**config.mk**
```make
export PLATFORM = sky130hd
export DESIGN_NAME = ppe_res_q
export DESIGN_NICKNAME = d
export VERILOG_FILES = /design/src/rtl/ppe_pkg.sv /design/src/rtl/ppe_res_q.sv
export SDC_FILE = /design/constraint.sdc
export NUM_CORES = 1
export LEC_CHECK = 0
export ABC_AREA = 0
export BUFFER_PORTS_ARGS = -buffer_cell sky130_fd_sc_hd__buf_2
export CORE_MARGIN = 1.5
export CORE_UTILIZATION = 45
export CTS_BUF_LIST = sky130_fd_sc_hd__clkbuf_4
export DETAILED_ROUTE_END_ITERATION = 8
export SLEW_MARGIN = 20
export SYNTH_ARGS = -nofsm -noshare
export SYNTH_HDL_FRONTEND = slang
export SYNTH_SLANG_ARGS = --single-unit
```
**constraint.sdc**
```tcl
create_clock -name clk_i -period 4.1 [get_ports clk_i]
set_input_delay 0.82 -clock clk_i [delete_from_list [all_inputs] [get_ports clk_i]]
set_output_delay 0.82 -clock clk_i [all_outputs]
set_load 0.01 [all_outputs]
```
**src/rtl/ppe_pkg.sv**
```systemverilog
// ----------------------------------------------------------------------------
// ppe_pkg
// Shared types and constants of the particle pool engine.
// ----------------------------------------------------------------------------
package ppe_pkg;

  // command codes
  typedef enum logic [1:0] {
    CMD_SPAWN = 2'd0,
    CMD_TICK  = 2'd1,
    CMD_KILL  = 2'd2
  } cmd_e;

  // the one command code that does nothing
  localparam logic [1:0] CmdUnused = 2'd3;

  // result kinds
  typedef enum logic [1:0] {
    KIND_SPAWN = 2'd0,
    KIND_LIVE  = 2'd1,
    KIND_NONE  = 2'd2,
    KIND_KILL  = 2'd3
  } kind_e;

  // fixed point constants
  localparam logic signed [16:0] GravityStep = 17'sd41;     // 0.01 in Q4.12
  localparam logic signed [16:0] BounceGain  = 17'sd26214;  // 0.8 in Q1.15
  localparam int unsigned        MaxReports  = 64;

  // one decoded command request
  typedef struct packed {
    cmd_e               op;
    logic signed [23:0] px;
    logic signed [23:0] py;
    logic signed [23:0] pz;
    logic signed [15:0] vx;
    logic signed [15:0] vy;
    logic signed [15:0] vz;
    logic [15:0]        life;
    logic               grav;
    logic [15:0]        drag;
    logic               bounce;
  } cmd_t;

  // one result request
  typedef struct packed {
    kind_e              kind;
    logic [5:0]         slot;
    logic               evicted;
    logic signed [23:0] px;
    logic signed [23:0] py;
    logic signed [23:0] pz;
    logic [15:0]        remaining;
    logic               last;
  } res_t;

  // back end status seen by the top level
  typedef struct packed {
    logic clearing;
    logic idle;
  } back_stat_t;

endpackage

```
**src/rtl/ppe_res_q.sv**
```systemverilog
// ----------------------------------------------------------------------------
// ppe_res_q
// Small result queue between the back end and the result ports.
// ----------------------------------------------------------------------------
module ppe_res_q (
  input  logic          clk_i,
  input  logic          rst_ni,
  input  logic          push_i,
  input  ppe_pkg::res_t data_i,
  output logic          full_o,
  input  logic          pop_i,
  output logic          empty_o,
  output ppe_pkg::res_t data_o
);

  ppe_pkg::res_t ent_q [4];
  logic [1:0]    wp_q, rp_q;
  logic [2:0]    cnt_q;
  logic          wr, rd;

  assign full_o  = (cnt_q == 3'd4);
  assign empty_o = (cnt_q == 3'd0);
  assign wr      = push_i && !full_o;
  assign rd      = pop_i && !empty_o;
  assign data_o  = ent_q[rp_q];

  // storage
  always_ff @(posedge clk_i) begin
    if (wr) begin
      ent_q[wp_q] <= data_i;
    end
  end

  // pointers
  always_ff @(posedge clk_i or negedge rst_ni) begin
    if (!rst_ni) begin
      wp_q  <= 2'd0;
      rp_q  <= 2'd0;
      cnt_q <= 3'd0;
    end else begin
      if (wr) wp_q <= wp_q + 2'd1;
      if (rd) rp_q <= rp_q + 2'd1;
      cnt_q <= cnt_q + {2'd0, wr} - {2'd0, rd};
    end
  end

endmodule

```
==> flow_metrics.tcl, run 1 <==
set metrics [dict create \
    core_region_area_sq_mm 0.0324 \
    rsz0062_at_grt "false" \
    initial_utilization_pct 45.4 \
    dieArea_sq_mm 0.0338 \
    synth_top_area_share_pct 80.0 \
    worst_skew_pair.late_latency_ps 710 \
    vias_per_cell 5.07 \
    grtUsageTotal_pct 17.0 \
    cts.sink_count 399 \
    place_hpwl_um 16600 \
    grt_pass1_wl_um 42400 \
    die-height_um 184 \
    postSynthNetCount 662 \
    setup_viol 0 \
    critical_setup_path_kind "reg2out" \
    detail_route.wl_per_cell_um 20.5 \
    cts-root-buf "clkbuf_4" \
    multi_input_combinational_cell_area_sq_mm 0.00249 \
    timing.critical_path.from_type "flip-flop" \
    routed-via-count 6856 \
    drt-initial-drc-count 330 \
    period_minus_slack_ps 3520 \
    maximum_number_of_pins_on_one_net_before_global_route_repair 52 \
    synth_seq_area_share_pct 81.2 \
    net_sw_share_pct 29.4 \
    antenna_found_initial 5 \
    powerDensity_mw_per_mm2 708 \
    cellInternalPower_mw 8.69 \
    timing.critical_path.fanout_max 45 \
    maxCapViolCount 0 \
    detail_route.drc_violations 0 \
    pwr-share-seq_pct 46.6 \
    cp.arrival_ps 2700 \
    hold-worst-slack_ps 315 \
    power_frac_clock_pct 25.0 \
    yosys.cell_types.count 20 \
    netlist_area_sq_mm 0.0147 \
    yosys_warnings 0 \
    timing.critical_path.to_type "primary output" \
    clock-skew-final_ps 41.9 \
    areaGrowthSynthToFinish_pct 18.2 \
    syn_area_per_cell_sq_um 26.6 \
    slew-limit-headroom_pct 47.4 \
    fill_cells 2597 \
    share_of_post_route_cells_with_drive_strength_above_1_pct 51.3 \
    slew_violations 0 \
    die_w_um 184 \
    setup_tns_ps 0 \
    number_of_buffers_inserted_by_port_buffering 201 \
    regToRegSetupSlack_ps 1760 \
    layout.cells.most_common_list "392 x edfxtp_1, 201 x buf_2, 137 x clkbuf_4" \
    tritoncts "done" \
    synth.top_cells.by_area "edfxtp_1 80%, mux4_2 15%, buf_12 1.4%" \
    post_detailed_route_count_of_antenna_violating_nets 0 \
    period_share_pct 85.8 \
    htree_levels 3 \
    layout.area.seq_sq_mm 0.0120 \
    share_comb_of_total_power_pct 28.4 \
    cts.clk_slew.worst_paths_ps 70 \
    hold_path.class "in2reg" \
    clock.fmax_ghz 0.284 \
    gp_congestion 0.693 \
    worst_pin_slew_ps 789 \
    synth-seq-cells 399 \
    yosysTopAreaCell "edfxtp_1" \
    final_common_cell "edfxtp_1" \
    detail_route.wirelength_um 27700 \
    grt_pass1_vias 7653 \
    pin_count 202 \
    leakage_nw 6.03 \
    std_cell_rows 66 \
    nets 959 \
    numCtsBuffers 99 \
    outcome "finished clean" \
    finalHoldViolCount 0 \
    globalRouteOverflowTotal 0 \
    switchingPower_mw 3.62 \
    detailedRoute.firstPassIterationCount 4 \
    synth_cells 553 \
    irDropWorstVdd_uv 315 \
    required_arrival_time_at_the_worst_endpoint_ps 3280 \
    clockBufferDepth 3 \
]
through the flow:
| step | instance area (sq um) | power (mW) | setup WS [ps] | utilization [%] | std cells |
|---|---|---|---|---|---|
| finish | 17400 | 12.3 | 583 | 53.7 | 1353 |
| global route | 17400 | 13.0 | 312 | 53.7 | 1352 |
| CTS | 17400 | 12.6 | 439 | 53.7 | 1350 |
| detailed placement | 16200 | 9.44 | 1250 | 50.1 | 1190 |
| global placement | 16200 | 9.34 | 1260 | 50.1 | 1190 |
| floorplan | 14700 | 8.22 | 482 | - | 553 |
cells in the mapped netlist:
library cell    n
edfxtp_1      392
mux4_2         98
buf_12         10
buf_2          10
dfrtp_1         7
ha_1            6
inv_1           6
and3b_1         4
nand2b_1        4
xnor2_1         4
nand4bb_1       2
o211ai_1        2
buf_4           1
buf_6           1
fa_1            1
nand2_1         1
nor3_1          1
nor3b_2         1
o311ai_0        1
o31ai_1         1
worst max-delay path: stages, from the launching register on:
cell     delay (ps)
dfrtp_4         770
buf_12          400
mux4_2          610
buf_2           170
final timing paths:
path / start / depth (start not counted) / endpoint
min in group asynchronous: rst_ni / 2 / cnt_q[1]
setup / recovery: rp_q[0] / 3 / data_o[51]
setup reg to reg: cnt_q[1] / 8 / cnt_q[2]
hold / removal: data_i[45] / 1 / ent_q[3][45]
hold reg to reg: wp_q[1] / 2 / wp_q[1]
max in group asynchronous: rst_ni / 2 / rp_q[1]
state kept, by name (all words and copies together), names as in the netlist:
name / cells
wp_q: 2
cnt_q: 3
ent_q: 392
rp_q: 2
repair_timing:
item | 4_1_cts | 5_1_grt
hold buffers | 1 | 0
endpoints found under the hold margin | 7 | 0
gates resized for setup | 0 | 0
buffers inserted | 0 | 0
layer usage:
layer  vias to the layer above  global-route usage [%]  part of all wire [%]
met5                         -                       0                 0.083
met4                         4                    6.46                   1.6
met3                        45                    5.25                   6.8
met2                       202                    29.1                    52
met1                      3545                    20.3                    40
li1                       3060                       -                     -
final cells by class:
type | count | share of cell area, %
Sequential cell | 399 | 68.7
Multi-Input combinational cell | 126 | 14.3
Timing Repair Buffer | 218 | 6.89
Clock buffer | 137 | 5.91
Tap cell | 442 | 3.18
Clock inverter | 22 | 0.791
Inverter | 6 | 0.130
Antenna cell | 3 | 0.0432
cell families (layout without fill, tap and decap cells):
kind of cell               Yosys count  count (layout)  synth area share (%)
xor gates and xnor gates             4               4                 0.238
and+or+nand+nor                     13              13                 0.706
buffers and inverters               28             383                  1.98
other                                0               3                     0
DFF                                399             399                  81.2
muxes                               98              98                  15.0
adders and majority gates            7               7                 0.646
AOI/OAI and AO/OA                    4               4                 0.213
power groups by stage:
stage	registers, mW	clock network, mW	logic [mW]
global placement	5.79	0	3.56
finish	5.73	3.07	3.50
global route	5.83	3.41	3.79
CTS	5.76	3.19	3.61
floorplan	5.65	0	2.57
detailed placement	5.84	0	3.60
(Power assumes the default switching activity.)
==> run 2: changes to the inputs <==
Settings changed: ABC_AREA 0 to 1, BUFFER_PORTS_ARGS -buffer_cell sky130_fd_sc_hd__buf_2 to not set, DONT_BUFFER_PORTS set to 1.
==> flow_metrics.tcl, run 2 <==
set metrics [dict create \
    placed_cell_area_sq_mm 0.0162 \
    layout.cells.most_common_list "392 x edfxtp_1, 313 x nand2_1, 197 x nor2_1" \
    detail_route.wirelength_um 30800 \
    drt-initial-drc-count 582 \
    antenna_found_initial 1 \
    pre_cts_ws_ps 1390 \
    post_detailed_route_count_of_antenna_violating_nets 0 \
    largest_register_ff_count 392 \
    final_common_cell "edfxtp_1" \
    setup_fix_buffers_added_after_clock_tree_synthesis 0 \
    numCtsBuffers 101 \
    share_of_post_route_cells_with_drive_strength_above_1_pct 12.3 \
    final_cells 1884 \
    syn_area_per_cell_sq_um 12.2 \
    setup_viol 0 \
    clock.fmax_ghz 0.289 \
    hold_path.class "in2reg" \
    setup_tns_ps 0 \
    final_critical_path_setup_slack_ps 641 \
    std_cell_rows 68 \
    htree_levels 3 \
    detail_route.drc_violations 0 \
    yosys_warnings 0 \
    yosysTopAreaCell "edfxtp_1" \
    grt_pass1_vias 9235 \
    largestRegisters "ent_q x392, cnt_q x3" \
    pin_count 202 \
    most_flops_register "ent_q" \
    post-route-util_pct 50.6 \
    netlist_area_sq_mm 0.0158 \
    synth_flop_cell "edfxtp_1" \
    synth.top_cells.by_area "edfxtp_1 74%, nand2_1 7.4%, nor2_1 4.8%" \
    post_cts_resized 0 \
    synth_cells 1299 \
    cts.sink_count 399 \
    dp_cells 1703 \
    slew-limit-headroom_pct 45.2 \
    number_of_buffers_inserted_by_port_buffering 0 \
    die_w_um 190 \
    grtUsageTotal_pct 17.3 \
    hold_start "data_i[90]" \
    vias_per_cell 4.87 \
    hold-worst-slack_ps 147 \
    maximum_number_of_pins_on_one_net_before_global_route_repair 173 \
    post-synth-top-count-cell "edfxtp_1" \
    finalHoldViolCount 0 \
    reg_to_reg_startpoint "cnt_q[1]" \
    final_design_area_no_fill_sq_mm 0.0175 \
    yosys.cell_types.count 17 \
    powerDensity_mw_per_mm2 720 \
    leakage_nw 6.72 \
    globalRouteOverflowTotal 0 \
    synth-edff-count 392 \
    synth-seq-cells 399 \
    period_share_pct 84.4 \
    period_minus_slack_ps 3460 \
    areaGrowthSynthToFinish_pct 10.5 \
    rsz0062_at_grt "false" \
    worst_path_max_delay_cell "clkinv_2" \
    path_buf_inv 2 \
    irDropWorstVdd_uv 470 \
    critical_setup_path_kind "reg2out" \
    required_arrival_time_at_the_worst_endpoint_ps 3280 \
    cpLargestDelayFamily "buffers and inverters" \
    dieArea_sq_mm 0.0363 \
    initial_utilization_pct 45.8 \
    routed-via-count 9174 \
    clockBufferDepth 3 \
    cp.arrival_ps 2640 \
    postSynthNetCount 1408 \
    nets 1461 \
    p_total_mw 12.6 \
    detail_route.wl_per_cell_um 16.4 \
    place_hpwl_um 17700 \
    crit_path_max_incr_delay_ps 620 \
    clock-skew-final_ps 50.3 \
    synth-async-reset-ratio_pct 1.75 \
    worst_skew_pair.late_latency_ps 760 \
    timing.critical_path.fanout_max 50 \
    die-height_um 190 \
    slew_violations 0 \
    worstPathCellList "clkinv_2 > buf_12 > o21ai_0 > nand2_1" \
    netlist_top_cells_count "392 x edfxtp_1, 313 x nand2_1, 201 x nor2_1, 112 x inv_1, 104 x o21ai_0" \
    synth_top_area_share_pct 74.4 \
    core_region_area_sq_mm 0.0345 \
    fill_cells 3054 \
    maxCapViolCount 0 \
    detailedRoute.firstPassIterationCount 5 \
    worst_pin_slew_ps 822 \
    grt_pass1_wl_um 48000 \
    worstSetupStartpoint "rp_q[0]" \
    timing.critical_path.from_type "flip-flop" \
    tritoncts "done" \
    cts.clk_slew.worst_paths_ps 70 \
    gp_congestion 0.724 \
    timing.critical_path.to_type "primary output" \
    synth_seq_area_share_pct 75.5 \
    outcome "finished clean" \
    cts-root-buf "clkbuf_4" \
]
run 2: changes by cell type after synthesis, sizes merged, moves of 13 or more:
| cell | before | now |
|---|---|---|
| mux4 | 98 | 0 |
| clkbuf | 0 | 13 |
| inv | 6 | 114 |
| nand2 | 1 | 313 |
| buf | 22 | 51 |
| nor2 | 0 | 201 |
| o21ai | 0 | 196 |
run 2: repair_timing:
item,in CTS,in global routing
endpoints found under the hold margin,7,0
setup endpoints to repair,0,0
hold buffers,1,0
run 2: layout make-up:
| cell class | instances | area [sq um] | area share, % |
|---|---|---|---|
| Inverter | 114 | 434 | 2.48 |
| Tap cell | 455 | 569 | 3.26 |
| Antenna cell | 1 | 2.50 | 0.0143 |
| Timing Repair Buffer | 14 | 170 | 0.974 |
| Clock inverter | 29 | 163 | 0.931 |
| Clock buffer | 150 | 1130 | 6.44 |
| Sequential cell | 399 | 12000 | 68.4 |
| Multi-Input combinational cell | 722 | 3060 | 17.5 |
run 2: worst paths after layout:
kind,cells after the start,slack (ps),end
worst max register to register,9,1910,cnt_q[2]
max in group asynchronous,1,3350,rp_q[0]
worst min register to register,1,510,cnt_q[0]
worst min-delay path,0,150,ent_q[3][90]
min in group asynchronous,1,420,cnt_q[0]
worst max-delay path,4,640,data_o[23]
run 2: logic make-up after synthesis:
| logic type | share of synthesized area [%] |
|---|---|
| AOI/OAI and AO/OA | 6.20 |
| buffers and inverters | 5.28 |
| DFF | 75.5 |
| adders and majority gates | 0.601 |
| and+or+nand+nor | 12.4 |
run 2: power breakdown:
part	switching [mW]	internal (mW)	leakage, nW	total (mW)
Clock	1.51	1.79	0.768	3.30
Sequential	0.171	5.37	3.67	5.54
Combinational	2.84	0.906	2.27	3.74
Total	4.52	8.06	6.72	12.6
run 2: layer usage:
layer	up-vias	part of all wire [%]	GRT usage [%]
li1	4552	-	-
met1	4319	41	19.9
met2	256	47	27.9
met3	47	9.1	7.25
met4	0	2.2	8.00
met5	-	0	0
