File: src/rtl/ppe_pkg.sv
// ----------------------------------------------------------------------------
// ppe_pkg
// Shared types and constants of the particle pool engine.
// ----------------------------------------------------------------------------
package ppe_pkg;

  // command codes
  typedef enum logic [1:0] {
    CMD_SPAWN = 2'd0,
    CMD_TICK  = 2'd1,
    CMD_KILL  = 2'd2
  } cmd_e;

  // the one command code that does nothing
  localparam logic [1:0] CmdUnused = 2'd3;

  // result kinds
  typedef enum logic [1:0] {
    KIND_SPAWN = 2'd0,
    KIND_LIVE  = 2'd1,
    KIND_NONE  = 2'd2,
    KIND_KILL  = 2'd3
  } kind_e;

  // fixed point constants
  localparam logic signed [16:0] GravityStep = 17'sd41;     // 0.01 in Q4.12
  localparam logic signed [16:0] BounceGain  = 17'sd26214;  // 0.8 in Q1.15
  localparam int unsigned        MaxReports  = 64;

  // one decoded command request
  typedef struct packed {
    cmd_e               op;
    logic signed [23:0] px;
    logic signed [23:0] py;
    logic signed [23:0] pz;
    logic signed [15:0] vx;
    logic signed [15:0] vy;
    logic signed [15:0] vz;
    logic [15:0]        life;
    logic               grav;
    logic [15:0]        drag;
    logic               bounce;
  } cmd_t;

  // one result request
  typedef struct packed {
    kind_e              kind;
    logic [5:0]         slot;
    logic               evicted;
    logic signed [23:0] px;
    logic signed [23:0] py;
    logic signed [23:0] pz;
    logic [15:0]        remaining;
    logic               last;
  } res_t;

  // back end status seen by the top level
  typedef struct packed {
    logic clearing;
    logic idle;
  } back_stat_t;

endpackage

File: src/rtl/ppe_front.sv
// ----------------------------------------------------------------------------
// ppe_front
// Accepts command requests, drops the unused code and queues the rest.
// ----------------------------------------------------------------------------
module ppe_front (
  input  logic                clk_i,
  input  logic                rst_ni,
  input  logic                push_i,
  output logic                full_o,
  input  logic                hold_i,
  input  logic [1:0]          command_i,
  input  logic signed [23:0]  spawn_x_i,
  input  logic signed [23:0]  spawn_y_i,
  input  logic signed [23:0]  spawn_z_i,
  input  logic signed [15:0]  speed_x_i,
  input  logic signed [15:0]  speed_y_i,
  input  logic signed [15:0]  speed_z_i,
  input  logic [15:0]         life_ticks_i,
  input  logic                gravity_on_i,
  input  logic [15:0]         drag_factor_i,
  input  logic                bounce_on_i,
  output logic                cmd_valid_o,
  input  logic                cmd_ready_i,
  output ppe_pkg::cmd_t       cmd_o
);

  ppe_pkg::cmd_t ent_q [2];
  logic          wp_q, rp_q;
  logic [1:0]    cnt_q;
  logic          accept, store, take;
  ppe_pkg::cmd_t req;

  // pack the request
  always_comb begin
    req.op     = ppe_pkg::cmd_e'(command_i);
    req.px     = spawn_x_i;
    req.py     = spawn_y_i;
    req.pz     = spawn_z_i;
    req.vx     = speed_x_i;
    req.vy     = speed_y_i;
    req.vz     = speed_z_i;
    req.life   = life_ticks_i;
    req.grav   = gravity_on_i;
    req.drag   = drag_factor_i;
    req.bounce = bounce_on_i;
  end

  // handshake and classification
  assign full_o      = (cnt_q == 2'd2) || hold_i;
  assign accept      = push_i && !full_o;
  assign store       = accept && (command_i != ppe_pkg::CmdUnused);
  assign cmd_valid_o = (cnt_q != 2'd0);
  assign take        = cmd_valid_o && cmd_ready_i;
  assign cmd_o       = ent_q[rp_q];

  // queue storage
  always_ff @(posedge clk_i) begin
    if (store) begin
      ent_q[wp_q] <= req;
    end
  end

  // queue pointers
  always_ff @(posedge clk_i or negedge rst_ni) begin
    if (!rst_ni) begin
      wp_q  <= 1'b0;
      rp_q  <= 1'b0;
      cnt_q <= 2'd0;
    end else begin
      if (store) wp_q <= ~wp_q;
      if (take)  rp_q <= ~rp_q;
      cnt_q <= cnt_q + {1'b0, store} - {1'b0, take};
    end
  end

endmodule

File: config.mk
export PLATFORM = sky130hd
export DESIGN_NAME = ppe_front
export DESIGN_NICKNAME = d
export VERILOG_FILES = /design/src/rtl/ppe_pkg.sv /design/src/rtl/ppe_front.sv
export SDC_FILE = /design/constraint.sdc
export NUM_CORES = 1
export LEC_CHECK = 0
export BUFFER_PORTS_ARGS = -buffer_cell sky130_fd_sc_hd__buf_2
export CORE_AREA = 10 10 145 173
export CTS_BUF_LIST = sky130_fd_sc_hd__clkbuf_4
export DETAILED_ROUTE_END_ITERATION = 8
export DIE_AREA = 0 0 155 183
export PLACE_DENSITY = 0.81
export SYNTH_ARGS = -nofsm -noshare
export SYNTH_HDL_FRONTEND = slang
export SYNTH_SLANG_ARGS = --single-unit
File: constraint.sdc
create_clock -name clk_i -period 10.2 [get_ports clk_i]
set_input_delay 0 -clock clk_i [delete_from_list [all_inputs] [get_ports clk_i]]
set_output_delay 0 -clock clk_i [all_outputs]
set_load 0.05 [all_outputs]
==> results of run 1 <==
## metrics by stage
stage / worst slack [ns] / hold WS (ns) / utilization (%) / cells / instance area, um^2
finish: 7.438 / 0.07390 / 73.55 / 1385 / 15910
global route: 7.274 / 0.0001127 / 73.54 / 1384 / 15910
CTS: 7.368 / 0.0007744 / 73.49 / 1380 / 15900
detailed placement: 7.469 / -0.1876 / 61.68 / 1086 / 13340
global placement: 7.491 / -0.1859 / 61.68 / 1086 / 13340
floorplan: 2.308 / -0.2956 / - / 505 / 11510
## logic make-up after synthesis
group / count (synthesis) / share of synthesized area, %
mux: 156 / 15.26
compound gates: 3 / 0.2282
fa+ha+maj: 2 / 0.2173
flops: 316 / 82.23
simple gates: 4 / 0.1740
xor+xnor: 4 / 0.3043
buf+inv: 20 / 1.586
## area by class of cell
class,count,area [um^2]
Clock buffer,106,795.8
Inverter,3,11.26
Timing Repair Buffer,489,3288
Sequential cell,316,9473
Tap cell,274,342.8
Fill cell,1222,5722
Antenna cell,5,12.51
Clock inverter,23,106.4
Multi-Input combinational cell,169,1878
## cell usage in the layout, fill, tap and decap left out, types with 3 or more instances in the layout
cell type,count
sky130_fd_sc_hd__buf_2,318
sky130_fd_sc_hd__buf_4,6
sky130_fd_sc_hd__clkbuf_4,106
sky130_fd_sc_hd__clkinv_1,14
sky130_fd_sc_hd__dfrtp_1,3
sky130_fd_sc_hd__diode_2,5
sky130_fd_sc_hd__dlygate4sd3_1,165
sky130_fd_sc_hd__edfxtp_1,312
sky130_fd_sc_hd__inv_1,3
sky130_fd_sc_hd__inv_2,3
sky130_fd_sc_hd__mux2_2,156
sky130_fd_sc_hd__xnor2_1,3
## state kept, by name, indices dropped and copies added, names as in the netlist
| register | flops |
|---|---|
| rp_q | 1 |
| cnt_q | 2 |
| wp_q | 1 |
| ent_q | 312 |
## worst reg2reg max path: cells and delay by family, from the launching register on
family                 cells  cell delay [ns]
and+or+nand+nor            1             0.67
AOI/OAI and AO/OA          1             0.39
DFF                        1             0.37
buffers and inverters      2             0.88
## report_power, final
group	internal, mW	switching [mW]
sequential	1.58	0.0441
clock	0.482	0.474
combinational	0.472	1.17
## worst paths after layout
kind	to	start	slack, ns	cells after the start
min reg2reg	cnt_q[0]	cnt_q[0]	0.54	1
max	ent_q[1][44]	cnt_q[0]	7.44	4
max in group asynchronous	rp_q	rst_ni	9.70	3
max reg2reg	ent_q[1][44]	cnt_q[0]	7.44	4
min in group asynchronous	cnt_q[0]	rst_ni	0.31	3
min	ent_q[0][137]	spawn_x_i[7]	0.07	2
## per-layer routing
| metal | GRT usage, % | up-vias |
|---|---|---|
| met5 | 0 | - |
| met4 | 7.151 | 0 |
| met3 | 6.976 | 43 |
| met2 | 36.72 | 312 |
| met1 | 19.45 | 3410 |
| li1 | - | 3167 |
## repair_timing
item                                    in CTS  in global routing
setup buffers                                0                  0
hold buffers                               165                  0
endpoints found under the setup margin       0                  0
hold endpoints to repair                   327                  0
==> flow_metrics.py, run 1 <==
metrics = {
    "status": {
        "outcome": "finished, final reports clean",
    },
    "min_path": {
        "worstHoldPathType": "in -> reg",
    },
    "synth": {
        "netlist_top_cells_count": "sky130_fd_sc_hd__edfxtp_1, sky130_fd_sc_hd__mux2_2, sky130_fd_sc_hd__buf_6",
        "yosysMostFrequentCell": "sky130_fd_sc_hd__edfxtp_1",
        "syn_nets": 668,
        "synthTopCellsByArea": "sky130_fd_sc_hd__edfxtp_1, sky130_fd_sc_hd__mux2_2, sky130_fd_sc_hd__buf_6",
        "synth_cell_types": 16,
        "postSynthAreaPerCell_um2": 22.80,
        "synth.largest_area_cell": "sky130_fd_sc_hd__edfxtp_1",
        "synth_edf_count": 312,
        "synth_top_area_share_pct": 81.36,
        "ys_seq_elements": 316,
        "synthCells": 505,
        "netlist_area_um2": 11510,
        "ys.warnings.count": 0,
        "synth_seq_area_share_pct": 82.23,
        "synth_ff_type": "sky130_fd_sc_hd__edfxtp_1",
        "synth_async_sr_flop_share_pct": 1.266,
    },
    "drt": {
        "detailroute.wirelength.met2_um": 16410,
        "post-route-drc-count": 0,
        "route.detailed.vias_per_inst": 5.005,
        "drt-pass1-iter-count": 4,
        "drt-met1-wl_um": 9816,
        "num_vias": 6932,
        "routed_wl_um": 29130,
        "met3_wirelength_um": 2328,
        "uppermost_metal_layer_occupied_by_signal_nets": "met4",
        "drtAntennaViolNets": 0,
        "dr.first_iter.drc_count": 319,
        "drt-wirelength-per-cell_um": 21.03,
    },
    "placement": {
        "place.detailed.hpwl_um": 16920,
        "port_buffers": 318,
        "routabilityCongestion": 0.7059,
    },
    "sta": {
        "fmax_mhz": 362.1,
        "slew_headroom_pct": 33.28,
        "final_hold_viol_count": 0,
        "rsz0062_at_grt": "false",
        "timing.final.crit_share_pct": 27.07,
        "maxSlewViolCount": 0,
        "finalSetupViolCount": 0,
        "clock_skew_ns": 0.05627,
        "finalSetupTns_ns": 0,
        "tightestPinTransition_ns": 1.001,
        "timing.final.crit_period_ns": 2.762,
    },
    "clock_network": {
        "clkTransAtPathRegs_ns": 0.07,
        "htreeDepth": 3,
        "tritoncts": "built",
        "numClockSinks": 316,
        "cts-buffers-inserted": 73,
        "insertion_delay_ns": 0.65,
        "cell_at_the_root_of_the_clock_tree": "sky130_fd_sc_hd__clkbuf_4",
        "cts_repair_resize_count": 0,
        "max-clock-path-buffers": 3,
    },
    "worst_setup_path": {
        "worst_path_largest_cell_delay_ns": 0.82,
        "crit_path_max_fanout": 67,
        "sum_of_buffers_and_inverters_on_the_critical_path": 2,
        "critical_path.cell_chain": "inv_1 -> a211o_1 -> nor2_4 -> buf_4",
        "worst-endpoint-required_ns": 10.45,
        "arrival_ns": 3.01,
        "timing_worst_setup_path_type": "reg -> reg",
        "critPathCaptureType": "flop",
        "cp_max_stage_cell": "sky130_fd_sc_hd__buf_4",
        "timing.critical_path.from_type": "flop",
        "crit_family": "buffers and inverters",
    },
    "power_and_ir_drop": {
        "pwr_density_cell_nw_per_um2": 265.1,
        "p_leak_nw": 6.068,
        "irDropWorstVdd_mv": 0.1968,
        "report.power.total_mw": 4.217,
    },
    "floorplan": {
        "die_y_um": 183,
        "core_um2": 21630,
        "design.portCount": 319,
        "row_cnt": 59,
        "floorplan.die_area_um2": 28370,
        "initial_utilization_pct": 53.24,
        "die_w_um": 155,
    },
    "global_routing": {
        "grt_overflow": 0,
        "global_route.usage.total_pct": 19.67,
        "grt_start_max_net_pins": 73,
        "via_count_of_the_first_global_routing_pass": 7824,
        "antenna_found_initial": 4,
        "grt_pass1_wl_um": 43400,
    },
    "cells_and_area": {
        "finalNetCount": 1215,
        "area_growth_pct": 38.15,
        "fraction_of_layout_instances_using_a_drive_strength_above_1_pct": 54.25,
    },
    "run": {
        "cap_violations": 0,
    },
}
Note: power is estimated with default switching activity, not from simulation.
==> inputs of run 2 (changes only) <==
==> constraint.sdc (replaced) <==
create_clock -name clk_i -period 2.6 [get_ports clk_i]
set_input_delay 0 -clock clk_i [delete_from_list [all_inputs] [get_ports clk_i]]
set_output_delay 0 -clock clk_i [all_outputs]
set_load 0.05 [all_outputs]
==> run 2 against run 1 <==
- critical path depth shrank 1
- cell count decreased by 0.36%
- flip-flop and latch count unchanged
- power increased to 4.0 times the previous value
- critical path type is now reg -> out
- highest routed layer unchanged
==> flow_metrics.py, run 2 (synthesis gave the netlist of run 1 again) <==
metrics = {
    "status": {
        "outcome": "finished, final reports clean",
    },
    "drt": {
        "route.detailed.vias_per_inst": 5.033,
        "drtAntennaViolNets": 0,
        "dr.first_iter.drc_count": 360,
        "num_vias": 6946,
        "drt-wirelength-per-cell_um": 21.22,
        "drt-pass1-iter-count": 5,
        "post-route-drc-count": 0,
        "routed_wl_um": 29280,
    },
    "global_routing": {
        "via_count_of_the_first_global_routing_pass": 7880,
        "global_route.usage.total_pct": 19.78,
        "grt_pass1_wl_um": 43720,
        "grt_overflow": 0,
        "grt_start_max_net_pins": 85,
        "antenna_found_initial": 4,
    },
    "floorplan": {
        "die_w_um": 155,
        "core_um2": 21630,
        "row_cnt": 59,
        "die_y_um": 183,
        "design.portCount": 319,
        "initial_utilization_pct": 53.24,
        "floorplan.die_area_um2": 28370,
    },
    "cells_and_area": {
        "largest_register_ff_count": 312,
        "most-common-layout-cells": "sky130_fd_sc_hd__buf_2, sky130_fd_sc_hd__edfxtp_1, sky130_fd_sc_hd__dlygate4sd3_1",
        "reg.largest.list": "ent_q x312, cnt_q x2",
        "finalNetCount": 1217,
        "largest-register": "ent_q",
        "fill_cells": 1221,
        "area_growth_pct": 39.07,
        "fraction_of_layout_instances_using_a_drive_strength_above_1_pct": 54.63,
        "seqCellArea_um2": 9473,
        "multi_input_comb_area_um2": 1887,
        "most_common_library_cell_in_the_layout_ignoring_fill_and_taps": "sky130_fd_sc_hd__buf_2",
    },
    "worst_setup_path": {
        "timing.critical_path.from_type": "flop",
        "cp_max_stage_cell": "sky130_fd_sc_hd__dfrtp_4",
        "worstRegToRegCells": 7,
        "worst_path_largest_cell_delay_ns": 0.72,
        "critical_path.cell_chain": "buf_4 -> mux2_2 -> buf_2",
        "crit_family": "flip-flops",
        "sum_of_buffers_and_inverters_on_the_critical_path": 2,
        "r2r_end": "cnt_q[1]",
        "worst-endpoint-required_ns": 2.60,
        "timing_worst_setup_path_type": "reg -> out",
        "arrival_ns": 2.31,
        "r2r_start": "cnt_q[1]",
        "crit_path_max_fanout": 22,
        "ff2ff_setup_slack_ns": 0.74,
        "critPathCaptureType": "primary output",
        "startpoint": "rp_q",
    },
    "sta": {
        "fmax_mhz": 432.5,
        "rsz0062_at_grt": "false",
        "clock_skew_ns": 0.03723,
        "maxSlewViolCount": 0,
        "tightestPinTransition_ns": 0.4736,
        "hold_slack_ns": 0.08080,
        "timing.final.crit_share_pct": 88.92,
        "timing.final.crit_period_ns": 2.312,
        "finalSetupViolCount": 0,
        "finalSetupTns_ns": 0,
        "post-route-worst-setup-slack_ns": 0.2881,
        "final_hold_viol_count": 0,
        "slew_headroom_pct": 68.43,
    },
    "clock_network": {
        "htreeDepth": 3,
        "tritoncts": "built",
        "cts_repair_resize_count": 0,
        "cts-buffers-inserted": 74,
        "numClockSinks": 316,
        "max-clock-path-buffers": 3,
        "clkTransAtPathRegs_ns": 0.09,
        "cell_at_the_root_of_the_clock_tree": "sky130_fd_sc_hd__clkbuf_4",
        "insertion_delay_ns": 0.65,
    },
    "min_path": {
        "worstHoldPathType": "in -> reg",
        "holdPathStages": 2,
        "timing.hold.worst.start": "spawn_y_i[7]",
        "worstHoldEndpoint": "ent_q[1][113]",
    },
    "placement": {
        "port_buffers": 318,
        "place.detailed.hpwl_um": 17350,
        "place_worst_setup_slack_ns": 0.7595,
        "routabilityCongestion": 0.7770,
    },
    "run": {
        "cap_violations": 0,
    },
    "power_and_ir_drop": {
        "pwr_density_cell_nw_per_um2": 1048,
        "irDropWorstVdd_mv": 0.9168,
        "p_leak_nw": 6.104,
    },
}
-- run 2: worst register-to-register path, delay by kind of cell (launching register included) --
family,cells,cell delay [ns]
xor+xnor,2,0.36
simple gates,2,0.50
fa+ha+maj,2,0.45
buf+inv,1,0.04
flops,1,0.43
-- run 2: how the worst max path moves through the flow --
stage / to / cells past startpoint
after floorplan: ent_q[0][0] / 2
after global placement: cmd_o[11] / 3
after detailed placement: cnt_q[1] / 7
after CTS: cmd_o[32] / 3
after global routing: cmd_o[147] / 3
final: cmd_o[147] / 3
-- run 2: metal layers --
layer | up-vias | share of wire (%) | GRT usage, %
met5 | - | 0 | 0
met2 | 310 | 56 | 36.12
li1 | 3163 | - | -
met1 | 3425 | 33 | 19.76
met4 | 0 | 2.6 | 9.421
met3 | 48 | 7.4 | 6.437
-- run 2: final cells by class --
class                           instances  area share (%)
Antenna cell                            4         0.06250
Multi-Input combinational cell        169           11.78
Clock inverter                         23          0.9454
Timing Repair Buffer                  490           21.11
Clock buffer                          101           4.735
Sequential cell                       316           59.15
Tap cell                              274           2.141
Inverter                                3         0.07032
-- run 2: metrics by stage --
step / instances / power [mW] / util (%) / instance area, um^2
2_1_floorplan: 505 / 11.46 / - / 11540
3_3_place_gp: 1090 / 12.69 / 62.21 / 13460
3_5_place_dp: 1090 / 12.76 / 62.21 / 13460
4_1_cts: 1375 / 16.77 / 73.86 / 15980
5_1_grt: 1380 / 17.48 / 74.04 / 16010
6_report: 1380 / 16.79 / 74.04 / 16010
-- run 2: power breakdown --
| part | switching [mW] | total [mW] | internal [mW] |
|---|---|---|---|
| Combinational | 4.56 | 6.54 | 1.98 |
| Sequential | 0.234 | 6.41 | 6.17 |
| Clock | 1.84 | 3.84 | 2.00 |
-- run 2: repair_timing --
action,4_1_cts,5_1_grt
endpoints found under the hold margin,320,0
hold buffers,161,0
setup endpoints to repair,0,1
setup buffers,0,1
==> inputs of run 3 (changes only) <==
--- a/config.mk
+++ b/config.mk
@@ -6,10 +6,12 @@
 export NUM_CORES = 1
 export LEC_CHECK = 0
 export BUFFER_PORTS_ARGS = -buffer_cell sky130_fd_sc_hd__buf_2
+export CAP_MARGIN = 20
 export CORE_AREA = 10 10 145 173
 export CTS_BUF_LIST = sky130_fd_sc_hd__clkbuf_4
 export DETAILED_ROUTE_END_ITERATION = 8
 export DIE_AREA = 0 0 155 183
+export HOLD_SLACK_MARGIN = 0.1
 export PLACE_DENSITY = 0.81
 export SYNTH_ARGS = -nofsm -noshare
 export SYNTH_HDL_FRONTEND = slang
==> run 3 against run 2 <==
- the run now fails in clock tree synthesis
- synthesized cell count stayed put
- synthesized area stayed put
==> flow_metrics.py, run 3 <==
metrics = {
    "status": {
        "outcome": "did not finish",
        "last-stage-reached": "clock tree synthesis",
        "error_message": "[ERROR RSZ-0060] Max buffer count reached.",
    },
    "clock_network": {
        "numClockSinks": 316,
        "cts-buffers-inserted": 74,
        "htreeDepth": 3,
        "post_cts_hold_buffer_count": 244,
        "cell_at_the_root_of_the_clock_tree": "sky130_fd_sc_hd__clkbuf_4",
        "cts_repair_resize_count": 0,
        "cts.repair_timing.setup_buffer_count": 0,
        "max-clock-path-buffers": 3,
    },
    "synth": {
        "netlist_area_um2": 11510,
        "synthTopCellsByArea": "sky130_fd_sc_hd__edfxtp_1, sky130_fd_sc_hd__mux2_2, sky130_fd_sc_hd__buf_6",
        "netlist_top_cells_count": "sky130_fd_sc_hd__edfxtp_1, sky130_fd_sc_hd__mux2_2, sky130_fd_sc_hd__buf_6",
        "ys.warnings.count": 0,
        "synth_top_area_share_pct": 81.36,
        "syn_nets": 668,
        "synth.largest_area_cell": "sky130_fd_sc_hd__edfxtp_1",
        "synth_async_sr_flop_share_pct": 1.266,
        "postSynthAreaPerCell_um2": 22.80,
        "yosysMostFrequentCell": "sky130_fd_sc_hd__edfxtp_1",
        "ys_seq_elements": 316,
        "synth_seq_area_share_pct": 82.23,
        "synthCells": 505,
        "synth_ff_type": "sky130_fd_sc_hd__edfxtp_1",
        "synth_edf_count": 312,
        "synth_cell_types": 16,
    },
    "floorplan": {
        "die_y_um": 183,
        "die_w_um": 155,
        "initial_utilization_pct": 53.24,
        "row_cnt": 59,
        "design.portCount": 319,
    },
    "placement": {
        "place.detailed.hpwl_um": 17350,
        "routabilityCongestion": 0.7770,
        "port_buffers": 318,
        "place_worst_setup_slack_ns": 0.7595,
    },
}
[run 3: through the flow]
step / instances / TNS [ns] / util [%] / instance area, um^2 / hold slack (ns)
3_5_place_dp: 1090 / 0 / 62.21 / 13460 / -0.1836
3_3_place_gp: 1090 / 0 / 62.21 / 13460 / -0.1881
2_1_floorplan: 505 / -282.90 / - / 11540 / -0.2956
[run 3: cells by family after synthesis]
kind of cell | synth area share (%)
flip-flops | 82.23
multiplexers | 15.26
buffers and inverters | 1.586
XOR/XNOR | 0.3043
AND/OR/NAND/NOR | 0.1740
AO/OA/AOI/OAI | 0.2282
adder cells (fa/ha/maj) | 0.2173
==> inputs of run 4 (changes only) <==
==> config.mk (replaced) <==
export PLATFORM = sky130hd
export DESIGN_NAME = ppe_front
export DESIGN_NICKNAME = d
export VERILOG_FILES = /design/src/rtl/ppe_pkg.sv /design/src/rtl/ppe_front.sv
export SDC_FILE = /design/constraint.sdc
export NUM_CORES = 1
export LEC_CHECK = 0
export BUFFER_PORTS_ARGS = -buffer_cell sky130_fd_sc_hd__buf_2
export CAP_MARGIN = 20
export CORE_AREA = 10 10 181 183
export DETAILED_ROUTE_END_ITERATION = 8
export DIE_AREA = 0 0 191 193
export PLACE_DENSITY_LB_ADDON = 0.15
export SYNTH_ARGS = -nofsm -noshare
export SYNTH_HDL_FRONTEND = slang
export SYNTH_SLANG_ARGS = --single-unit
==> run 4 against run 3 <==
- the run now ends clean
==> flow_metrics.py, run 4 (synthesis gave the netlist of run 1 again) <==
metrics = {
    "drt": {
        "drt-wirelength-per-cell_um": 19.10,
        "route.detailed.vias_per_inst": 4.570,
        "routed_wl_um": 27290,
        "dr.first_iter.drc_count": 231,
        "drtAntennaViolNets": 0,
        "drt-pass1-iter-count": 4,
        "num_vias": 6530,
        "post-route-drc-count": 0,
    },
    "floorplan": {
        "die_y_um": 193,
        "initial_utilization_pct": 39.37,
        "design.portCount": 319,
        "floorplan.die_area_um2": 36860,
        "die_w_um": 191,
        "row_cnt": 63,
        "core_um2": 29240,
    },
    "power_and_ir_drop": {
        "report.power.total_mw": 17.22,
        "irDropWorstVdd_mv": 0.8501,
        "p_leak_nw": 6.084,
        "pwr_density_cell_nw_per_um2": 1055,
    },
    "cells_and_area": {
        "reg.largest.list": "ent_q x312, cnt_q x2",
        "area_growth_pct": 41.69,
        "largest_register_ff_count": 312,
        "fraction_of_layout_instances_using_a_drive_strength_above_1_pct": 51.64,
        "largest-register": "ent_q",
        "most_common_library_cell_in_the_layout_ignoring_fill_and_taps": "sky130_fd_sc_hd__buf_2",
        "most-common-layout-cells": "sky130_fd_sc_hd__buf_2, sky130_fd_sc_hd__edfxtp_1, sky130_fd_sc_hd__dlygate4sd3_1",
        "utilization_pct": 55.79,
        "finalNetCount": 1181,
    },
    "sta": {
        "hold_slack_ns": 0.02826,
        "tightestPinTransition_ns": 0.7299,
        "slew_headroom_pct": 51.22,
        "final_hold_viol_count": 0,
        "fmax_mhz": 461.7,
        "post-route-worst-setup-slack_ns": 0.4340,
        "clock_skew_ns": 0.01485,
        "timing.final.crit_period_ns": 2.166,
        "finalSetupViolCount": 0,
        "rsz0062_at_grt": "false",
        "maxSlewViolCount": 0,
        "timing.final.crit_share_pct": 83.31,
    },
    "clock_network": {
        "htreeDepth": 2,
        "numClockSinks": 316,
        "insertion_delay_ns": 0.50,
        "max-clock-path-buffers": 3,
        "clkTransAtPathRegs_ns": 0.06,
        "cts.repair_timing.setup_buffer_count": 0,
        "cell_at_the_root_of_the_clock_tree": "sky130_fd_sc_hd__clkbuf_16",
        "cts-buffers-inserted": 34,
        "tritoncts": "built",
    },
    "global_routing": {
        "grt_start_max_net_pins": 85,
        "antenna_found_initial": 1,
        "via_count_of_the_first_global_routing_pass": 7427,
        "global_route.usage.total_pct": 14.44,
        "grt_pass1_wl_um": 41420,
        "grt_overflow": 0,
    },
    "placement": {
        "place.detailed.hpwl_um": 18550,
        "routabilityCongestion": 0.7215,
        "port_buffers": 318,
        "place_worst_setup_slack_ns": 0.5877,
    },
    "worst_setup_path": {
        "worstRegToRegCells": 4,
        "arrival_ns": 2.17,
        "timing_worst_setup_path_type": "reg -> out",
        "critPathCaptureType": "primary output",
        "crit_path_max_fanout": 58,
        "timing.critical_path.from_type": "flop",
        "worst-endpoint-required_ns": 2.60,
    },
    "status": {
        "outcome": "finished, final reports clean",
    },
    "run": {
        "cap_violations": 0,
    },
    "min_path": {
        "holdPathStages": 4,
        "worstHoldPathType": "in -> reg",
    },
}
[run 4: what timing repair did]
action	4_1_cts	5_1_grt
hold buffers	160	0
resized for setup	0	0
hold endpoints to repair	318	0
[run 4: through the flow]
stage                     setup TNS [ns]  std cells  cell area [um^2]
after floorplan                  -282.90        505             11540
after global placement                 0       1212             13710
after detailed placement               0       1212             13710
after CTS                              0       1428             16310
after global routing                   0       1429             16320
final                                  0       1429             16320
[run 4: final timing paths]
kind,start,end,slack (ns)
max,rp_q,cmd_o[5],0.43
min,push_i,wp_q,0.03
max reg2reg,cnt_q[0],ent_q[0][70],0.59
min reg2reg,cnt_q[0],cnt_q[0],0.54
max in group asynchronous,rst_ni,rp_q,1.99
min in group asynchronous,rst_ni,cnt_q[0],0.42
[run 4: cell type report]
cell class	instances	area (um^2)
clock inverters	8	36.28
multi-input cells	169	1887
diodes	1	2.502
flip-flops and latches	316	9473
well taps	390	488.0
fillers	2307	12930
repair buffers	494	3451
clock buffers	48	967.2
inverters	3	11.26
[run 4: report_power, final]
part | switching, mW | total [mW] | internal (mW) | leakage, nW
combinational | 4.55 | 6.50 | 1.96 | 2.72
sequential | 0.185 | 6.36 | 6.17 | 2.88
clock | 1.78 | 4.36 | 2.57 | 0.485
[run 4: worst max-delay path, cell delays in order (launching register included)]
cell and delay (ns):
sky130_fd_sc_hd__dfrtp_4 0.63, sky130_fd_sc_hd__buf_12 0.33, sky130_fd_sc_hd__mux2_2 0.41, sky130_fd_sc_hd__buf_2 0.22
[run 4: layer usage]
layer / routed length (um) / global-route usage (%)
met5: 0 / 0
met3: 2027 / 4.371
met4: 833 / 5.482
met1: 10800 / 17.01
met2: 13630 / 24.50
